===== src/sv/rbpm_pkg.sv =====
`timescale 1ns / 1ps
// rbpm_pkg: shared constants, codes, types and helper functions of the
// refcounted buffer pool manager; no dependencies
package rbpm_pkg;

  localparam int PURE_DEPTH    = 32;
  localparam int COMMON_DEPTH  = 32;
  localparam int DYNAMIC_DEPTH = 32;

  localparam int NUM_POOLS     = 3;
  localparam int TOTAL_ENTRIES = PURE_DEPTH + COMMON_DEPTH + DYNAMIC_DEPTH;
  localparam int MAX_DEPTH     = (PURE_DEPTH > COMMON_DEPTH) ?
                                 ((PURE_DEPTH > DYNAMIC_DEPTH) ? PURE_DEPTH : DYNAMIC_DEPTH) :
                                 ((COMMON_DEPTH > DYNAMIC_DEPTH) ? COMMON_DEPTH : DYNAMIC_DEPTH);

  localparam int FUNC_W = 3;
  localparam int POOL_W = 2;
  localparam int IDX_W  = 8;
  localparam int STAT_W = 3;
  localparam int REF_W  = 6;
  localparam int CNT_W  = 9;
  localparam int NX_W   = (MAX_DEPTH > 1) ? $clog2(MAX_DEPTH) : 1;
  localparam int SLOT_W = $clog2(TOTAL_ENTRIES);
  localparam int SUM_W  = 10;

  localparam logic [REF_W-1:0] REF_LIMIT_RST = 6'd7;

  localparam logic [FUNC_W-1:0] FN_ALLOC      = 3'd0;
  localparam logic [FUNC_W-1:0] FN_INC_REF    = 3'd1;
  localparam logic [FUNC_W-1:0] FN_RELEASE    = 3'd2;
  localparam logic [FUNC_W-1:0] FN_FORCE_FREE = 3'd3;
  localparam logic [FUNC_W-1:0] FN_CHECK      = 3'd4;

  localparam logic [POOL_W-1:0] POOL_PURE    = 2'd0;
  localparam logic [POOL_W-1:0] POOL_COMMON  = 2'd1;
  localparam logic [POOL_W-1:0] POOL_DYNAMIC = 2'd2;
  localparam logic [POOL_W-1:0] POOL_INVALID = 2'd3;

  localparam logic [STAT_W-1:0] ST_OK         = 3'd0;
  localparam logic [STAT_W-1:0] ST_EMPTY      = 3'd1;
  localparam logic [STAT_W-1:0] ST_LIMIT      = 3'd2;
  localparam logic [STAT_W-1:0] ST_FREE       = 3'd3;
  localparam logic [STAT_W-1:0] ST_BAD        = 3'd4;
  localparam logic [STAT_W-1:0] ST_CHECK_FAIL = 3'd5;

  typedef struct packed {
    logic              en;
    logic [SLOT_W-1:0] slot;
    logic [REF_W-1:0]  data;
  } ref_wr_t;

  function automatic logic [CNT_W-1:0] depth_of(input logic [POOL_W-1:0] p);
    case (p)
      POOL_PURE:   depth_of = CNT_W'(PURE_DEPTH);
      POOL_COMMON: depth_of = CNT_W'(COMMON_DEPTH);
      default:     depth_of = CNT_W'(DYNAMIC_DEPTH);
    endcase
  endfunction

  function automatic logic [SLOT_W-1:0] base_of(input logic [POOL_W-1:0] p);
    case (p)
      POOL_PURE:   base_of = '0;
      POOL_COMMON: base_of = SLOT_W'(PURE_DEPTH);
      default:     base_of = SLOT_W'(PURE_DEPTH + COMMON_DEPTH);
    endcase
  endfunction

  // flat slot of a handle; handles outside a pool map to slot zero
  function automatic logic [SLOT_W-1:0] slot_of(input logic [POOL_W-1:0] p,
                                                input logic [IDX_W-1:0]  idx);
    logic [SUM_W-1:0] sum;
    sum = SUM_W'(base_of(p)) + SUM_W'(idx);
    if (p == POOL_INVALID || {1'b0, idx} >= depth_of(p)) begin
      slot_of = '0;
    end else begin
      slot_of = sum[SLOT_W-1:0];
    end
  endfunction

endpackage


===== src/sv/rbpm_if.sv =====
`timescale 1ns / 1ps
// rbpm_in_if / rbpm_out_if: valid/ready channels of the buffer pool manager
// depends on rbpm_pkg for field widths
interface rbpm_in_if;
  logic                         valid;
  logic                         ready;
  logic [rbpm_pkg::FUNC_W-1:0]  func;
  logic [rbpm_pkg::POOL_W-1:0]  pool_id;
  logic [rbpm_pkg::IDX_W-1:0]   entry_index;

  modport source (output valid, func, pool_id, entry_index, input ready);
  modport sink   (input valid, func, pool_id, entry_index, output ready);
endinterface

interface rbpm_out_if;
  logic                         valid;
  logic                         ready;
  logic [rbpm_pkg::STAT_W-1:0]  status;
  logic [rbpm_pkg::POOL_W-1:0]  out_pool;
  logic [rbpm_pkg::IDX_W-1:0]   out_index;
  logic [rbpm_pkg::REF_W-1:0]   ref_now;
  logic                         was_freed;
  logic [rbpm_pkg::CNT_W-1:0]   pool_used;
  logic [rbpm_pkg::CNT_W-1:0]   pool_used_peak;

  modport source (output valid, status, out_pool, out_index, ref_now, was_freed,
                  pool_used, pool_used_peak, input ready);
  modport sink   (input valid, status, out_pool, out_index, ref_now, was_freed,
                  pool_used, pool_used_peak, output ready);
endinterface


===== src/sv/refcounted_buffer_pool_manager_unit.sv =====
`timescale 1ns / 1ps
// refcounted_buffer_pool_manager_unit: top level, three LIFO buffer pools with
// reference counts; uses rbpm_pkg, rbpm_in_if, rbpm_out_if, rbpm_ref_store
//
//   port    dir  handshake    carries
//   in_ch   in   valid/ready  func, pool_id, entry_index
//   out_ch  out  valid/ready  status, out_pool, out_index, ref_now, was_freed,
//                             pool_used, pool_used_peak
//   cfg_*   in   cfg_we       ref_limit (6 bits)
//
// one item per cycle sustained while out_ch.ready is high; the transfer in loads stage one,
// and the result register is loaded from stage one when it is free
// the reference count memory is read with a registered read at the transfer in
// reset is synchronous and takes effect at once; no clearing pass
// out_ch.ready low holds the result register, then stage one, then in_ch.ready
module refcounted_buffer_pool_manager_unit (
  input  logic                        clk,
  input  logic                        rst_n,
  rbpm_in_if.sink                     in_ch,
  rbpm_out_if.source                  out_ch,
  input  logic                        cfg_we,
  input  logic [rbpm_pkg::REF_W-1:0]  cfg_data
);
  import rbpm_pkg::*;

  logic [REF_W-1:0]  limit_r;

  logic              s1_vld_r;
  logic [FUNC_W-1:0] s1_func_r;
  logic [POOL_W-1:0] s1_pool_r;
  logic [IDX_W-1:0]  s1_idx_r;

  logic              res_vld_r;
  logic [STAT_W-1:0] res_status_r;
  logic [POOL_W-1:0] res_pool_r;
  logic [IDX_W-1:0]  res_idx_r;
  logic [REF_W-1:0]  res_ref_r;
  logic              res_freed_r;
  logic [CNT_W-1:0]  res_used_r;
  logic [CNT_W-1:0]  res_peak_r;

  logic [IDX_W-1:0]  next_r  [NUM_POOLS][MAX_DEPTH];
  logic [NX_W-1:0]   head_r  [NUM_POOLS];
  logic              empty_r [NUM_POOLS];
  logic [CNT_W-1:0]  used_r  [NUM_POOLS];
  logic [CNT_W-1:0]  peak_r  [NUM_POOLS];

  logic              in_fire;
  logic              res_free;
  logic              s1_adv;

  logic [POOL_W-1:0] pi;
  logic              pool_bad;
  logic [CNT_W-1:0]  depth;
  logic [NX_W-1:0]   head;
  logic [IDX_W-1:0]  nxt_raw;
  logic [NX_W-1:0]   nhead;
  logic              in_range;
  logic [REF_W-1:0]  ref_rd;
  logic [CNT_W-1:0]  used_cur;
  logic [CNT_W-1:0]  used_inc;
  logic [SUM_W-1:0]  pop_sum;

  logic [STAT_W-1:0] st_o;
  logic [IDX_W-1:0]  idx_o;
  logic [REF_W-1:0]  ref_o;
  logic              freed_o;
  logic [CNT_W-1:0]  used_o;
  logic [CNT_W-1:0]  peak_o;
  logic              do_pop;
  logic              do_push;
  logic              wr_req;
  logic [SLOT_W-1:0] wr_slot;
  logic [REF_W-1:0]  wr_data;
  ref_wr_t           ref_wr;

  assign in_fire     = in_ch.valid && in_ch.ready;
  assign res_free    = !res_vld_r || out_ch.ready;
  assign s1_adv      = s1_vld_r && res_free;
  assign in_ch.ready = !s1_vld_r || res_free;

  always_ff @(posedge clk) begin
    if (!rst_n) begin
      limit_r <= REF_LIMIT_RST;
    end else if (cfg_we) begin
      limit_r <= cfg_data;
    end
  end

  always_ff @(posedge clk) begin
    if (!rst_n) begin
      s1_vld_r <= 1'b0;
    end else if (in_ch.ready) begin
      s1_vld_r <= in_ch.valid;
    end
  end

  always_ff @(posedge clk) begin
    if (in_fire) begin
      s1_func_r <= in_ch.func;
      s1_pool_r <= in_ch.pool_id;
      s1_idx_r  <= in_ch.entry_index;
    end
  end

  rbpm_ref_store u_refs (
    .clk     (clk),
    .rst_n   (rst_n),
    .rd_en   (in_fire),
    .rd_slot (slot_of(in_ch.pool_id, in_ch.entry_index)),
    .wr      (ref_wr),
    .rd_data (ref_rd)
  );

  assign pool_bad = (s1_pool_r == POOL_INVALID);
  assign pi       = pool_bad ? POOL_PURE : s1_pool_r;
  assign depth    = depth_of(pi);
  assign head     = head_r[pi];
  assign nxt_raw  = next_r[pi][head];
  assign nhead    = ({1'b0, nxt_raw} >= depth) ? NX_W'({1'b0, nxt_raw} - depth)
                                               : NX_W'(nxt_raw);
  assign in_range = ({1'b0, s1_idx_r} < depth);
  assign used_cur = used_r[pi];
  assign used_inc = used_cur + CNT_W'(1);
  assign pop_sum  = SUM_W'(base_of(pi)) + SUM_W'(head);

  always_comb begin
    st_o    = ST_OK;
    idx_o   = s1_idx_r;
    ref_o   = '0;
    freed_o = 1'b0;
    used_o  = used_cur;
    peak_o  = peak_r[pi];
    do_pop  = 1'b0;
    do_push = 1'b0;
    wr_req  = 1'b0;
    wr_slot = slot_of(s1_pool_r, s1_idx_r);
    wr_data = '0;
    if (pool_bad) begin
      st_o   = (s1_func_r == FN_CHECK) ? ST_CHECK_FAIL : ST_BAD;
      used_o = '0;
      peak_o = '0;
    end else begin
      case (s1_func_r)
        FN_ALLOC: begin
          if (empty_r[pi]) begin
            st_o  = ST_EMPTY;
            idx_o = '0;
          end else begin
            idx_o   = IDX_W'(head);
            ref_o   = REF_W'(1);
            do_pop  = 1'b1;
            used_o  = used_inc;
            peak_o  = (used_inc > peak_r[pi]) ? used_inc : peak_r[pi];
            wr_req  = 1'b1;
            wr_slot = pop_sum[SLOT_W-1:0];
            wr_data = REF_W'(1);
          end
        end
        FN_INC_REF, FN_RELEASE, FN_FORCE_FREE, FN_CHECK: begin
          if (!in_range) begin
            st_o = (s1_func_r == FN_CHECK) ? ST_CHECK_FAIL : ST_BAD;
          end else if (s1_func_r == FN_CHECK) begin
            ref_o = ref_rd;
          end else if (ref_rd == '0) begin
            st_o = ST_FREE;
          end else if (s1_func_r == FN_INC_REF) begin
            if (ref_rd >= limit_r) begin
              st_o  = ST_LIMIT;
              ref_o = ref_rd;
            end else begin
              ref_o   = ref_rd + REF_W'(1);
              wr_req  = 1'b1;
              wr_data = ref_rd + REF_W'(1);
            end
          end else begin
            // release drops one reference, force free drops them all
            ref_o   = (s1_func_r == FN_RELEASE) ? ref_rd - REF_W'(1) : '0;
            wr_req  = 1'b1;
            wr_data = ref_o;
            if (ref_o == '0) begin
              do_push = 1'b1;
              freed_o = 1'b1;
              used_o  = (used_cur != '0) ? used_cur - CNT_W'(1) : used_cur;
            end
          end
        end
        default: begin
          st_o = ST_BAD;
        end
      endcase
    end
  end

  always_comb begin
    ref_wr.en   = wr_req && s1_adv;
    ref_wr.slot = wr_slot;
    ref_wr.data = wr_data;
  end

  always_ff @(posedge clk) begin
    if (!rst_n) begin
      for (int p = 0; p < NUM_POOLS; p++) begin
        for (int i = 0; i < MAX_DEPTH; i++) begin
          next_r[p][i] <= IDX_W'(i + 1);
        end
        head_r[p]  <= '0;
        empty_r[p] <= 1'b0;
        used_r[p]  <= '0;
        peak_r[p]  <= '0;
      end
    end else if (s1_adv) begin
      if (do_pop) begin
        head_r[pi]  <= nhead;
        used_r[pi]  <= used_o;
        peak_r[pi]  <= peak_o;
        empty_r[pi] <= (used_o >= depth);
      end
      if (do_push) begin
        next_r[pi][s1_idx_r[NX_W-1:0]] <= IDX_W'(head);
        head_r[pi]  <= s1_idx_r[NX_W-1:0];
        empty_r[pi] <= 1'b0;
        used_r[pi]  <= used_o;
      end
    end
  end

  always_ff @(posedge clk) begin
    if (!rst_n) begin
      res_vld_r <= 1'b0;
    end else if (res_free) begin
      res_vld_r <= s1_vld_r;
    end
  end

  always_ff @(posedge clk) begin
    if (s1_adv) begin
      res_status_r <= st_o;
      res_pool_r   <= s1_pool_r;
      res_idx_r    <= idx_o;
      res_ref_r    <= ref_o;
      res_freed_r  <= freed_o;
      res_used_r   <= used_o;
      res_peak_r   <= peak_o;
    end
  end

  assign out_ch.valid          = res_vld_r;
  assign out_ch.status         = res_status_r;
  assign out_ch.out_pool       = res_pool_r;
  assign out_ch.out_index      = res_idx_r;
  assign out_ch.ref_now        = res_ref_r;
  assign out_ch.was_freed      = res_freed_r;
  assign out_ch.pool_used      = res_used_r;
  assign out_ch.pool_used_peak = res_peak_r;

  a_stall_holds_input: assert property (@(posedge clk) disable iff (!rst_n)
    (s1_vld_r && res_vld_r && !out_ch.ready) |-> !in_ch.ready)
    else $error("input taken while both stages are stalled");

  a_used_in_depth: assert property (@(posedge clk) disable iff (!rst_n)
    s1_vld_r |-> (used_r[pi] <= depth))
    else $error("in-use count beyond pool depth");

  a_empty_matches_count: assert property (@(posedge clk) disable iff (!rst_n)
    s1_vld_r |-> (empty_r[pi] == (used_r[pi] == depth)))
    else $error("empty flag disagrees with in-use count");

  a_peak_covers_used: assert property (@(posedge clk) disable iff (!rst_n)
    s1_vld_r |-> (peak_r[pi] >= used_r[pi]))
    else $error("peak count below in-use count");

  a_advance_gives_result: assert property (@(posedge clk) disable iff (!rst_n)
    s1_adv |=> res_vld_r)
    else $error("advanced item produced no result");

endmodule


===== src/sv/rbpm_ref_store.sv =====
`timescale 1ns / 1ps
// rbpm_ref_store: reference count memory with registered read, per-entry
// valid bits (invalid reads as zero) and forwarding of the last write; uses rbpm_pkg
module rbpm_ref_store (
  input  logic                         clk,
  input  logic                         rst_n,
  input  logic                         rd_en,
  input  logic [rbpm_pkg::SLOT_W-1:0]  rd_slot,
  input  rbpm_pkg::ref_wr_t            wr,
  output logic [rbpm_pkg::REF_W-1:0]   rd_data
);
  import rbpm_pkg::*;

  logic [REF_W-1:0]         ref_mem_r [TOTAL_ENTRIES];
  logic [TOTAL_ENTRIES-1:0] valid_r;
  logic [REF_W-1:0]         mem_q_r;
  logic                     val_q_r;
  logic [SLOT_W-1:0]        slot_r;
  ref_wr_t                  last_r;
  logic                     hit;

  always_ff @(posedge clk) begin
    if (wr.en) begin
      ref_mem_r[wr.slot] <= wr.data;
    end
    if (rd_en) begin
      mem_q_r <= ref_mem_r[rd_slot];
    end
  end

  always_ff @(posedge clk) begin
    if (!rst_n) begin
      valid_r <= '0;
      last_r  <= '0;
      val_q_r <= 1'b0;
      slot_r  <= '0;
    end else begin
      if (wr.en) begin
        valid_r[wr.slot] <= 1'b1;
        last_r           <= wr;
      end
      if (rd_en) begin
        val_q_r <= valid_r[rd_slot];
        slot_r  <= rd_slot;
      end
    end
  end

  // a write at the read edge is not seen by the registered read
  assign hit     = last_r.en && (last_r.slot == slot_r);
  assign rd_data = hit ? last_r.data : (val_q_r ? mem_q_r : '0);

endmodule


===== src/flat_wrapper.sv =====
// flat-port wrapper written by rule: the top's interface ports become plain ports
module refcounted_buffer_pool_manager_unit_flat import rbpm_pkg::*;
  (clk, rst_n, cfg_we, cfg_data, in_ch_valid, in_ch_func, in_ch_pool_id, in_ch_entry_index, in_ch_ready, out_ch_valid, out_ch_status, out_ch_out_pool, out_ch_out_index, out_ch_ref_now, out_ch_was_freed, out_ch_pool_used, out_ch_pool_used_peak, out_ch_ready);
  rbpm_in_if in_ch_i ();
  rbpm_out_if out_ch_i ();
  input  logic clk;
  input  logic rst_n;
  input  logic cfg_we;
  input  logic [rbpm_pkg::REF_W-1:0] cfg_data;
  input wire logic [$bits(in_ch_i.valid)-1:0] in_ch_valid;
  input wire logic [$bits(in_ch_i.func)-1:0] in_ch_func;
  input wire logic [$bits(in_ch_i.pool_id)-1:0] in_ch_pool_id;
  input wire logic [$bits(in_ch_i.entry_index)-1:0] in_ch_entry_index;
  output wire logic [$bits(in_ch_i.ready)-1:0] in_ch_ready;
  output wire logic [$bits(out_ch_i.valid)-1:0] out_ch_valid;
  output wire logic [$bits(out_ch_i.status)-1:0] out_ch_status;
  output wire logic [$bits(out_ch_i.out_pool)-1:0] out_ch_out_pool;
  output wire logic [$bits(out_ch_i.out_index)-1:0] out_ch_out_index;
  output wire logic [$bits(out_ch_i.ref_now)-1:0] out_ch_ref_now;
  output wire logic [$bits(out_ch_i.was_freed)-1:0] out_ch_was_freed;
  output wire logic [$bits(out_ch_i.pool_used)-1:0] out_ch_pool_used;
  output wire logic [$bits(out_ch_i.pool_used_peak)-1:0] out_ch_pool_used_peak;
  input wire logic [$bits(out_ch_i.ready)-1:0] out_ch_ready;
  assign in_ch_i.valid = in_ch_valid;
  assign in_ch_i.func = in_ch_func;
  assign in_ch_i.pool_id = in_ch_pool_id;
  assign in_ch_i.entry_index = in_ch_entry_index;
  assign in_ch_ready = in_ch_i.ready;
  assign out_ch_valid = out_ch_i.valid;
  assign out_ch_status = out_ch_i.status;
  assign out_ch_out_pool = out_ch_i.out_pool;
  assign out_ch_out_index = out_ch_i.out_index;
  assign out_ch_ref_now = out_ch_i.ref_now;
  assign out_ch_was_freed = out_ch_i.was_freed;
  assign out_ch_pool_used = out_ch_i.pool_used;
  assign out_ch_pool_used_peak = out_ch_i.pool_used_peak;
  assign out_ch_i.ready = out_ch_ready;
  refcounted_buffer_pool_manager_unit u_core (.clk(clk), .rst_n(rst_n), .in_ch(in_ch_i), .out_ch(out_ch_i), .cfg_we(cfg_we), .cfg_data(cfg_data));
endmodule

===== config.mk =====
export PLATFORM = sky130hd
export DESIGN_NAME = refcounted_buffer_pool_manager_unit_flat
export DESIGN_NICKNAME = d
export VERILOG_FILES = /design/src/sv/rbpm_pkg.sv /design/src/sv/rbpm_if.sv /design/src/sv/refcounted_buffer_pool_manager_unit.sv /design/src/sv/rbpm_ref_store.sv /design/src/flat_wrapper.sv
export SDC_FILE = /design/constraint.sdc
export NUM_CORES = 2
export LEC_CHECK = 0
export ABC_AREA = 1
export BUFFER_PORTS_ARGS = -buffer_cell sky130_fd_sc_hd__buf_2
export CAP_MARGIN = 25
export CORE_MARGIN = 4
export CORE_UTILIZATION = 35
export CTS_CLUSTER_SIZE = 24
export DETAILED_ROUTE_END_ITERATION = 10
export GPL_ROUTABILITY_DRIVEN = 0
export PLACE_DENSITY = 0.51
export SLEW_MARGIN = 20
export SYNTH_ARGS = -nofsm -noshare
export SYNTH_HDL_FRONTEND = slang
export SYNTH_SLANG_ARGS = --single-unit

===== constraint.sdc =====
create_clock -name clk -period 13.1 [get_ports clk]
set_input_delay 0.655 -clock clk [delete_from_list [all_inputs] [get_ports clk]]
set_output_delay 0.655 -clock clk [all_outputs]
set_load 0.05 [all_outputs]

-- Word-level counts from Yosys, hierarchy flattened
Memory sizes are Yosys's and may differ from the RTL's. A register that Yosys moved wholly into a read port is not among the register bits.
Cells that the tools add are included.
- bits in registers: 177
- bits in latches: 0
- memory bits (writable): 1131
- memory bits (read-only): 0
- input bits: 24
- output and inout bits: 40
- logic and storage cells: 195
- memories: 6
- memory list (name ; words ; width ; rd ports ; clocked after memory_dff ; write ports ; line ; RTL):
    u_core.u_refs.ref_mem_r ; 96 ; 6 ; 1 ; 1 ; 1 ; rbpm_ref_store.sv:14 ; logic [REF_W-1:0] ref_mem_r [TOTAL_ENTRIES];
    u_core.next_r ; 3 ; 161 ; 1 ; 0 ; 3 ; refcounted_buffer_pool_manager_unit.sv:42 ; logic [IDX_W-1:0] next_r [NUM_POOLS][MAX_DEPTH];
    u_core.peak_r ; 3 ; 9 ; 1 ; 0 ; 3 ; refcounted_buffer_pool_manager_unit.sv:46 ; logic [CNT_W-1:0] peak_r [NUM_POOLS];
    u_core.used_r ; 3 ; 9 ; 1 ; 0 ; 3 ; refcounted_buffer_pool_manager_unit.sv:45 ; logic [CNT_W-1:0] used_r [NUM_POOLS];
    u_core.head_r ; 3 ; 5 ; 1 ; 0 ; 3 ; refcounted_buffer_pool_manager_unit.sv:43 ; logic [NX_W-1:0] head_r [NUM_POOLS];
    u_core.empty_r ; 3 ; 1 ; 1 ; 0 ; 3 ; refcounted_buffer_pool_manager_unit.sv:44 ; logic empty_r [NUM_POOLS];
- $add $sub $neg: 8
- multipliers: 0
- divide/modulo/power cells: 0
- order comparisons: 13
- equality and inequality tests: 10
- shifts and indexed selects: 0
- multiplexer cells: 108
- bitwise gates (word level): 6
- reductions and logical operators: 25
- operators by type and width (cell ; number):
    161-bit two-way mux ; 2
    256-bit two-way mux ; 1
    161-bit OR reduction ; 1
    9-bit two-way mux ; 15
    96-bit bitwise OR ; 1
    6-bit two-way mux ; 14
    7-bit case mux with 2 select lines ; 3
    8-bit binary-select mux with 5-bit select ; 1
    8-bit demux with 5-bit select ; 1
    8-bit two-way mux ; 5
    1-bit two-way mux ; 38
    7-bit two-way mux ; 5
    8-bit by 6-bit >= comparator with 1-bit output, second input constant ; 3
    6-bit case mux with 2 select lines ; 2
    5-bit two-way mux ; 4
    9-bit case mux with 2 select lines ; 1
    9-bit OR reduction ; 2
    7-bit by 8-bit < comparator with 1-bit output, second input constant ; 2
    3-bit two-way mux ; 5
    7-bit adder ; 2
    2-bit two-way mux ; 7
    6-bit >= comparator, second input constant ; 2
    6-bit logical NOT ; 2
    5-bit NOT with 6-bit output ; 2
    32 further kinds ; 49

-- Longest topological paths before layout
- depth after elaboration: 20
- depth in mapped cells: 29

-- By module
A second synthesis with hierarchy kept.
- cells, all modules: 6122
- area total of the unflattened synthesis: 64476.8 µm²
- modules (own cells, without submodules) (module ; times used ; cells each ; area an instance (µm²) ; sequential area each (µm²)):
    refcounted_buffer_pool_manager_unit ; 1 ; 3506 ; 36177.2 ; 23762.8
    rbpm_ref_store ; 1 ; 2616 ; 28299.6 ; 19839.0

-- Worst setup path after synthesis
OpenSTA, ideal clock, no wires.
- path kind: reg-to-reg
- from: reg u_core.u_refs.slot_r[3]
- to: mem u_core.u_refs.ref_mem_r[0][5] (data pin)
- setup time: 1.844 ns
- arrival: 10.256 ns
- slack: 1.000 ns
- stages on the path, launching flop included: 17
- clock period less this slack: 12.100 ns
- path through: dfxtp_1 inv_1 nand2_1 nand2_1 inv_1 nand2_1 nor2_4 nand2_2 buf_6 o21ai_4 inv_2 ha_1 a21oi_1 nand2_1 nand2_1 nand2_1 a2111oi_0
- RTL lines (element ; line ; RTL):
    from (decl) ; rbpm_ref_store.sv:18 ; logic [SLOT_W-1:0] slot_r;
    from (signal assigned) ; rbpm_ref_store.sv:44 ; slot_r <= rd_slot;
    to (decl) ; rbpm_ref_store.sv:14 ;

-- Final worst setup path
- from: reg u_core.s1_pool_r[1]
- to: mem u_core.u_refs.ref_mem_r[63][1], enable pin
- longest elaborated chain between the ends: 9
- elaborated cells on any way between the ends: 23
- classes of those cells: add/sub (2); eq/ne (3); mux (12); reduce/logical (4); memory (2)
- ends and longest elaborated chain (element ; line ; RTL):
    from (decl) ; refcounted_buffer_pool_manager_unit.sv:30 ; logic [POOL_W-1:0] s1_pool_r;
    from (signal assigned) ; refcounted_buffer_pool_manager_unit.sv:101 ; s1_pool_r <= in_ch.pool_id;
    branches (longest 9 deep; another with 7-bit by 5-bit adder with 7-bit output) ; -- ;
Several ways; the timed one is not identified.

==> key figures <==
Status
  • Status: finished, final reports clean

Floorplanning
  • Die height: 437 um
  • Die width: about 440 um
  • Core area: 183,000 um^2
  • Total Die Area: between 150,000 and 200,000 um^2
  • Top Ports: 64
  • Cell row count: between 150 and 200
  • Starting Density: 35.2%

Worst setup path
  • Slowest stage cell on the critical path: a22oi_1
  • Crit-path max cell delay: 0.86 ns
  • CP Capture Type: register
  • CP Buf/Inv Count: 6
  • Critical-path maximum fanout: between 100 and 150
  • Crit Path Category: register to register
  • Crit path launch type: register
  • Worst-path cell chain: inv_1, ha_4, inv_8, nand2_1, nand3_1, nand2_1, inv_1, nor2_2, inv_1, nor2_1, inv_2, a22oi_1, inv_1, nor2_1, nand4_1, nor2_1
  • Critical path's top delay family: simple AND/OR/NAND/NOR gates
  • Worst EP required: approximately 14 ns
  • Crit-path most repeated cell: inv_1
  • Worst reg2reg startpoint: u_core.s1_pool_r[1]
  • Worst reg-to-reg path cell count: 16
  • WP depth: 16
  • CP arrival: 6.86 ns
  • Critical Path Start: u_core.s1_pool_r[1]

Timing
  • Setup repair after global routing missed its margin: false
  • Fin crit period: around 6.4 ns
  • Clock skew: between 0.02 and 0.03 ns
  • Final Hold Vio Count: 0
  • Relative max-transition margin: 25.1%
  • Part of the cycle the worst path needs: between 40 and 50%
  • Post-route setup slack: between 6 and 7 ns
  • Setup_tns: 0 ns
  • Final Setup Violations: 0
  • Max Freq: between 150 and 200 MHz
  • Least-Margin Pin Slew: between 1 and 1.5 ns
  • Max-slew violations: 0

Route
  • Final ANT Viol Nets: 0
  • Detailed Route WL: roughly 190,000 um
  • Via count: 44,500
  • Drt initial violations: around 4,700
  • DRC: 0
  • WL/cell: around 23 um
  • DR vias/cell: 5.35
  • DR pass1 iterations: 8

Yosys
  • Average cell area after synthesis: 11.1 um^2
  • Async set-reset flop share out of synthesis: 0%
  • Mapped Cells: between 5,000 and 6,000
  • Synth unique cells: 50
  • Synth warn: 0
  • Synth Cell Area: between 60,000 and 70,000 um^2
  • Yosys reg bits: between 1,000 and 1,500
  • Post-synth EDFFs: 1,366
  • Syn Nets: slightly below 6,000
  • Ys flop type: edfxtp_1
  • Sequential area share after synthesis: between 60% and 70%

Final layout
  • Most common cell after layout, fill and taps aside: edfxtp_1
  • Most frequent cells in the layout: 1,366 x edfxtp_1, 1,019 x nor2_1, 687 x nand2_1, 654 x o21ai_0, 305 x inv_1
  • Layout cells sized above 1: between 8 and 9%
  • Area growth, synth to finish: 12.5%
  • Register area: 43,600 um^2
  • Fillers: approximately 18,000
  • Nets@finish: around 5,800
  • Area occupied by multi-input gates: approximately 18,000 um^2

Clocking
  • H-tree depth: 4
  • CTS sink count: ~1,500
  • Postcts setup bufs: 0
  • Maximum buffer depth of the clock tree: 3
  • Root Driver: clkbuf_16
  • CTS buffer count: 159
  • CTS resizes: 0
  • Cts hold-fix bufs: 0
  • CTS tree: done
  • Clock Latency Late Sink: 0.79 ns
  • Worst-path clk slew: 0.06 ns

Global routing
  • Total track usage: about a fifth
  • Pin count of the biggest net entering global routing: between 200 and 250
  • First-pass GRT wire length: 286,000 um
  • Grt total ovfl: 0
  • Initial antenna violation count: 6
  • Vias in the first global route: about 43,000

Power
  • VDD IR max: ~110 uV
  • Power Dens Cells: 143 nW/um^2
  • Leakage power total: about 25 nW

Worst hold path
  • Cells on Worst Hold Path: 1
  • HP Start: in_ch_func[2]
  • Hold Path Class: input pin to register

Placed design
  • Place WS: approximately 6.9 ns
  • Post-detail-place hpwl: roughly 120,000 um
  • I/O Buffers: 63

Job
  • Max Cap Violations: 0
==> stage by stage <==
stage / utilization (%) / hold WS [ns] / cells / total power, mW / area [um^2]
floorplan: - / 0.427 / 5797 / 5.71 / 64300
finish: 39.6 / 0.0651 / 8327 / 10.3 / 72400
global placement: 36.7 / 0.436 / 8031 / 5.94 / 67100
global route: 39.6 / 0.0215 / 8327 / 10.7 / 72400
CTS: 39.5 / 0.0135 / 8321 / 10.4 / 72300
detailed placement: 36.7 / 0.438 / 8032 / 5.94 / 67200
==> final timing paths <==
check | end | slack, ns
hold reg to reg | u_core.u_refs.valid_r[55] | 0.45
setup reg to reg | u_core.u_refs.ref_mem_r[63][1] | 6.66
setup / recovery | u_core.u_refs.ref_mem_r[63][1] | 6.66
hold / removal | u_core.s1_func_r[2] | 0.07
==> worst reg2reg max path: stages (launching register included) <==
cell and delay (ns):
edfxtp_1 0.49, inv_1 0.19, ha_4 0.59, inv_8 0.37
nand2_1 0.29, nand3_1 0.07, nand2_1 0.14, inv_1 0.06
nor2_2 0.31, inv_1 0.37, nor2_1 0.35, inv_2 0.17
a22oi_1 0.87, inv_1 0.24, nor2_1 0.37, nand4_1 0.56
nor2_1 0.64
==> cell families (layout without fill, tap and decap cells) <==
kind of cell               Yosys count  after routing  share of synthesized area (%)
and+or+nand+nor                   1959           1959                           12.1
DFF                               1495           1495                           67.8
AOI/OAI and AO/OA                 1412           1412                           12.7
buffers and inverters              751            814                           4.54
muxes                              146            146                           2.27
adders and majority gates           24             24                          0.467
xor gates and xnor gates            10             10                          0.136
other                                0              3                              0
==> layout make-up <==
class	count	area share [%]
multi-input combinational	3551	24.9
inverter	368	1.94
tap	2464	4.26
antenna	3	0.0104
timing repair buffer	157	1.56
clock buffer	191	5.81
clock inverter	98	1.27
sequential	1495	60.3
==> sequential cells by signal, indices dropped and copies added (netlist names), 2 cells and up <==
signal and cells:
u_core.next_r 640, u_core.u_refs.ref_mem_r 576, u_core.u_refs.valid_r 96, u_core.peak_r 36, u_core.used_r 36, u_core.head_r 20
u_core.u_refs.last_r 14, u_core.out_ch.pool_used 9, u_core.out_ch.pool_used_peak 9, u_core.out_ch.out_index 8, u_core.s1_idx_r 8, u_core.u_refs.slot_r 7
u_core.limit_r 6, u_core.out_ch.ref_now 6, u_core.u_refs.mem_q_r 6, u_core.empty_r 4, u_core.out_ch.status 3, u_core.s1_func_r 3
u_core.out_ch.out_pool 2, u_core.s1_pool_r 2
==> power breakdown <==
part	switching (mW)	internal [mW]	leakage, nW
Clock	1.90	2.60	2.52
Combinational	0.468	0.143	7.80
Sequential	0.0208	5.21	14.9
==> synth_stat cells (3+ instances only) <==
master / number / area share (%)
nor4_1: 11 / 0.11
buf_4: 3 / 0.035
clkinv_1: 13 / 0.076
o311ai_0: 4 / 0.054
a21oi_1: 215 / 1.7
nand2_2: 7 / 0.068
a32o_1: 8 / 0.12
xor2_1: 7 / 0.095
inv_1: 314 / 1.8
nor2_1: 1033 / 6.0
o221ai_1: 75 / 1.0
clkbuf_1: 291 / 1.7
inv_2: 40 / 0.23
edfxtp_1: 1366 / 64
buf_1: 44 / 0.26
nor3_1: 20 / 0.16
o22ai_1: 286 / 2.8
a221oi_1: 3 / 0.041
or2_2: 5 / 0.049
nor2_4: 4 / 0.070
o21a_1: 23 / 0.27
dfxtp_1: 129 / 4.0
xnor2_1: 3 / 0.041
buf_2: 40 / 0.31
o211ai_1: 85 / 0.99
a31oi_1: 13 / 0.13
nand2_1: 688 / 4.0
o21ai_1: 15 / 0.12
o21ai_0: 655 / 5.1
ha_1: 24 / 0.47
buf_6: 5 / 0.088
nand3_1: 152 / 1.2
a32oi_1: 14 / 0.19
nand4_1: 15 / 0.15
mux2i_1: 146 / 2.3
a21boi_0: 5 / 0.058
nor2_2: 18 / 0.18
==> per-layer routing <==
| layer | global-route usage [%] | wire length [um] | vias to the layer above |
|---|---|---|---|
| li1 | - | - | 20600 |
| met4 | 6.27 | 5990 | 2 |
| met2 | 32.1 | 90800 | 1446 |
| met1 | 27.2 | 85000 | 22200 |
| met5 | 0 | 13 | - |
| met3 | 2.82 | 11100 | 307 |
Power figures use the tool's default switching activity.
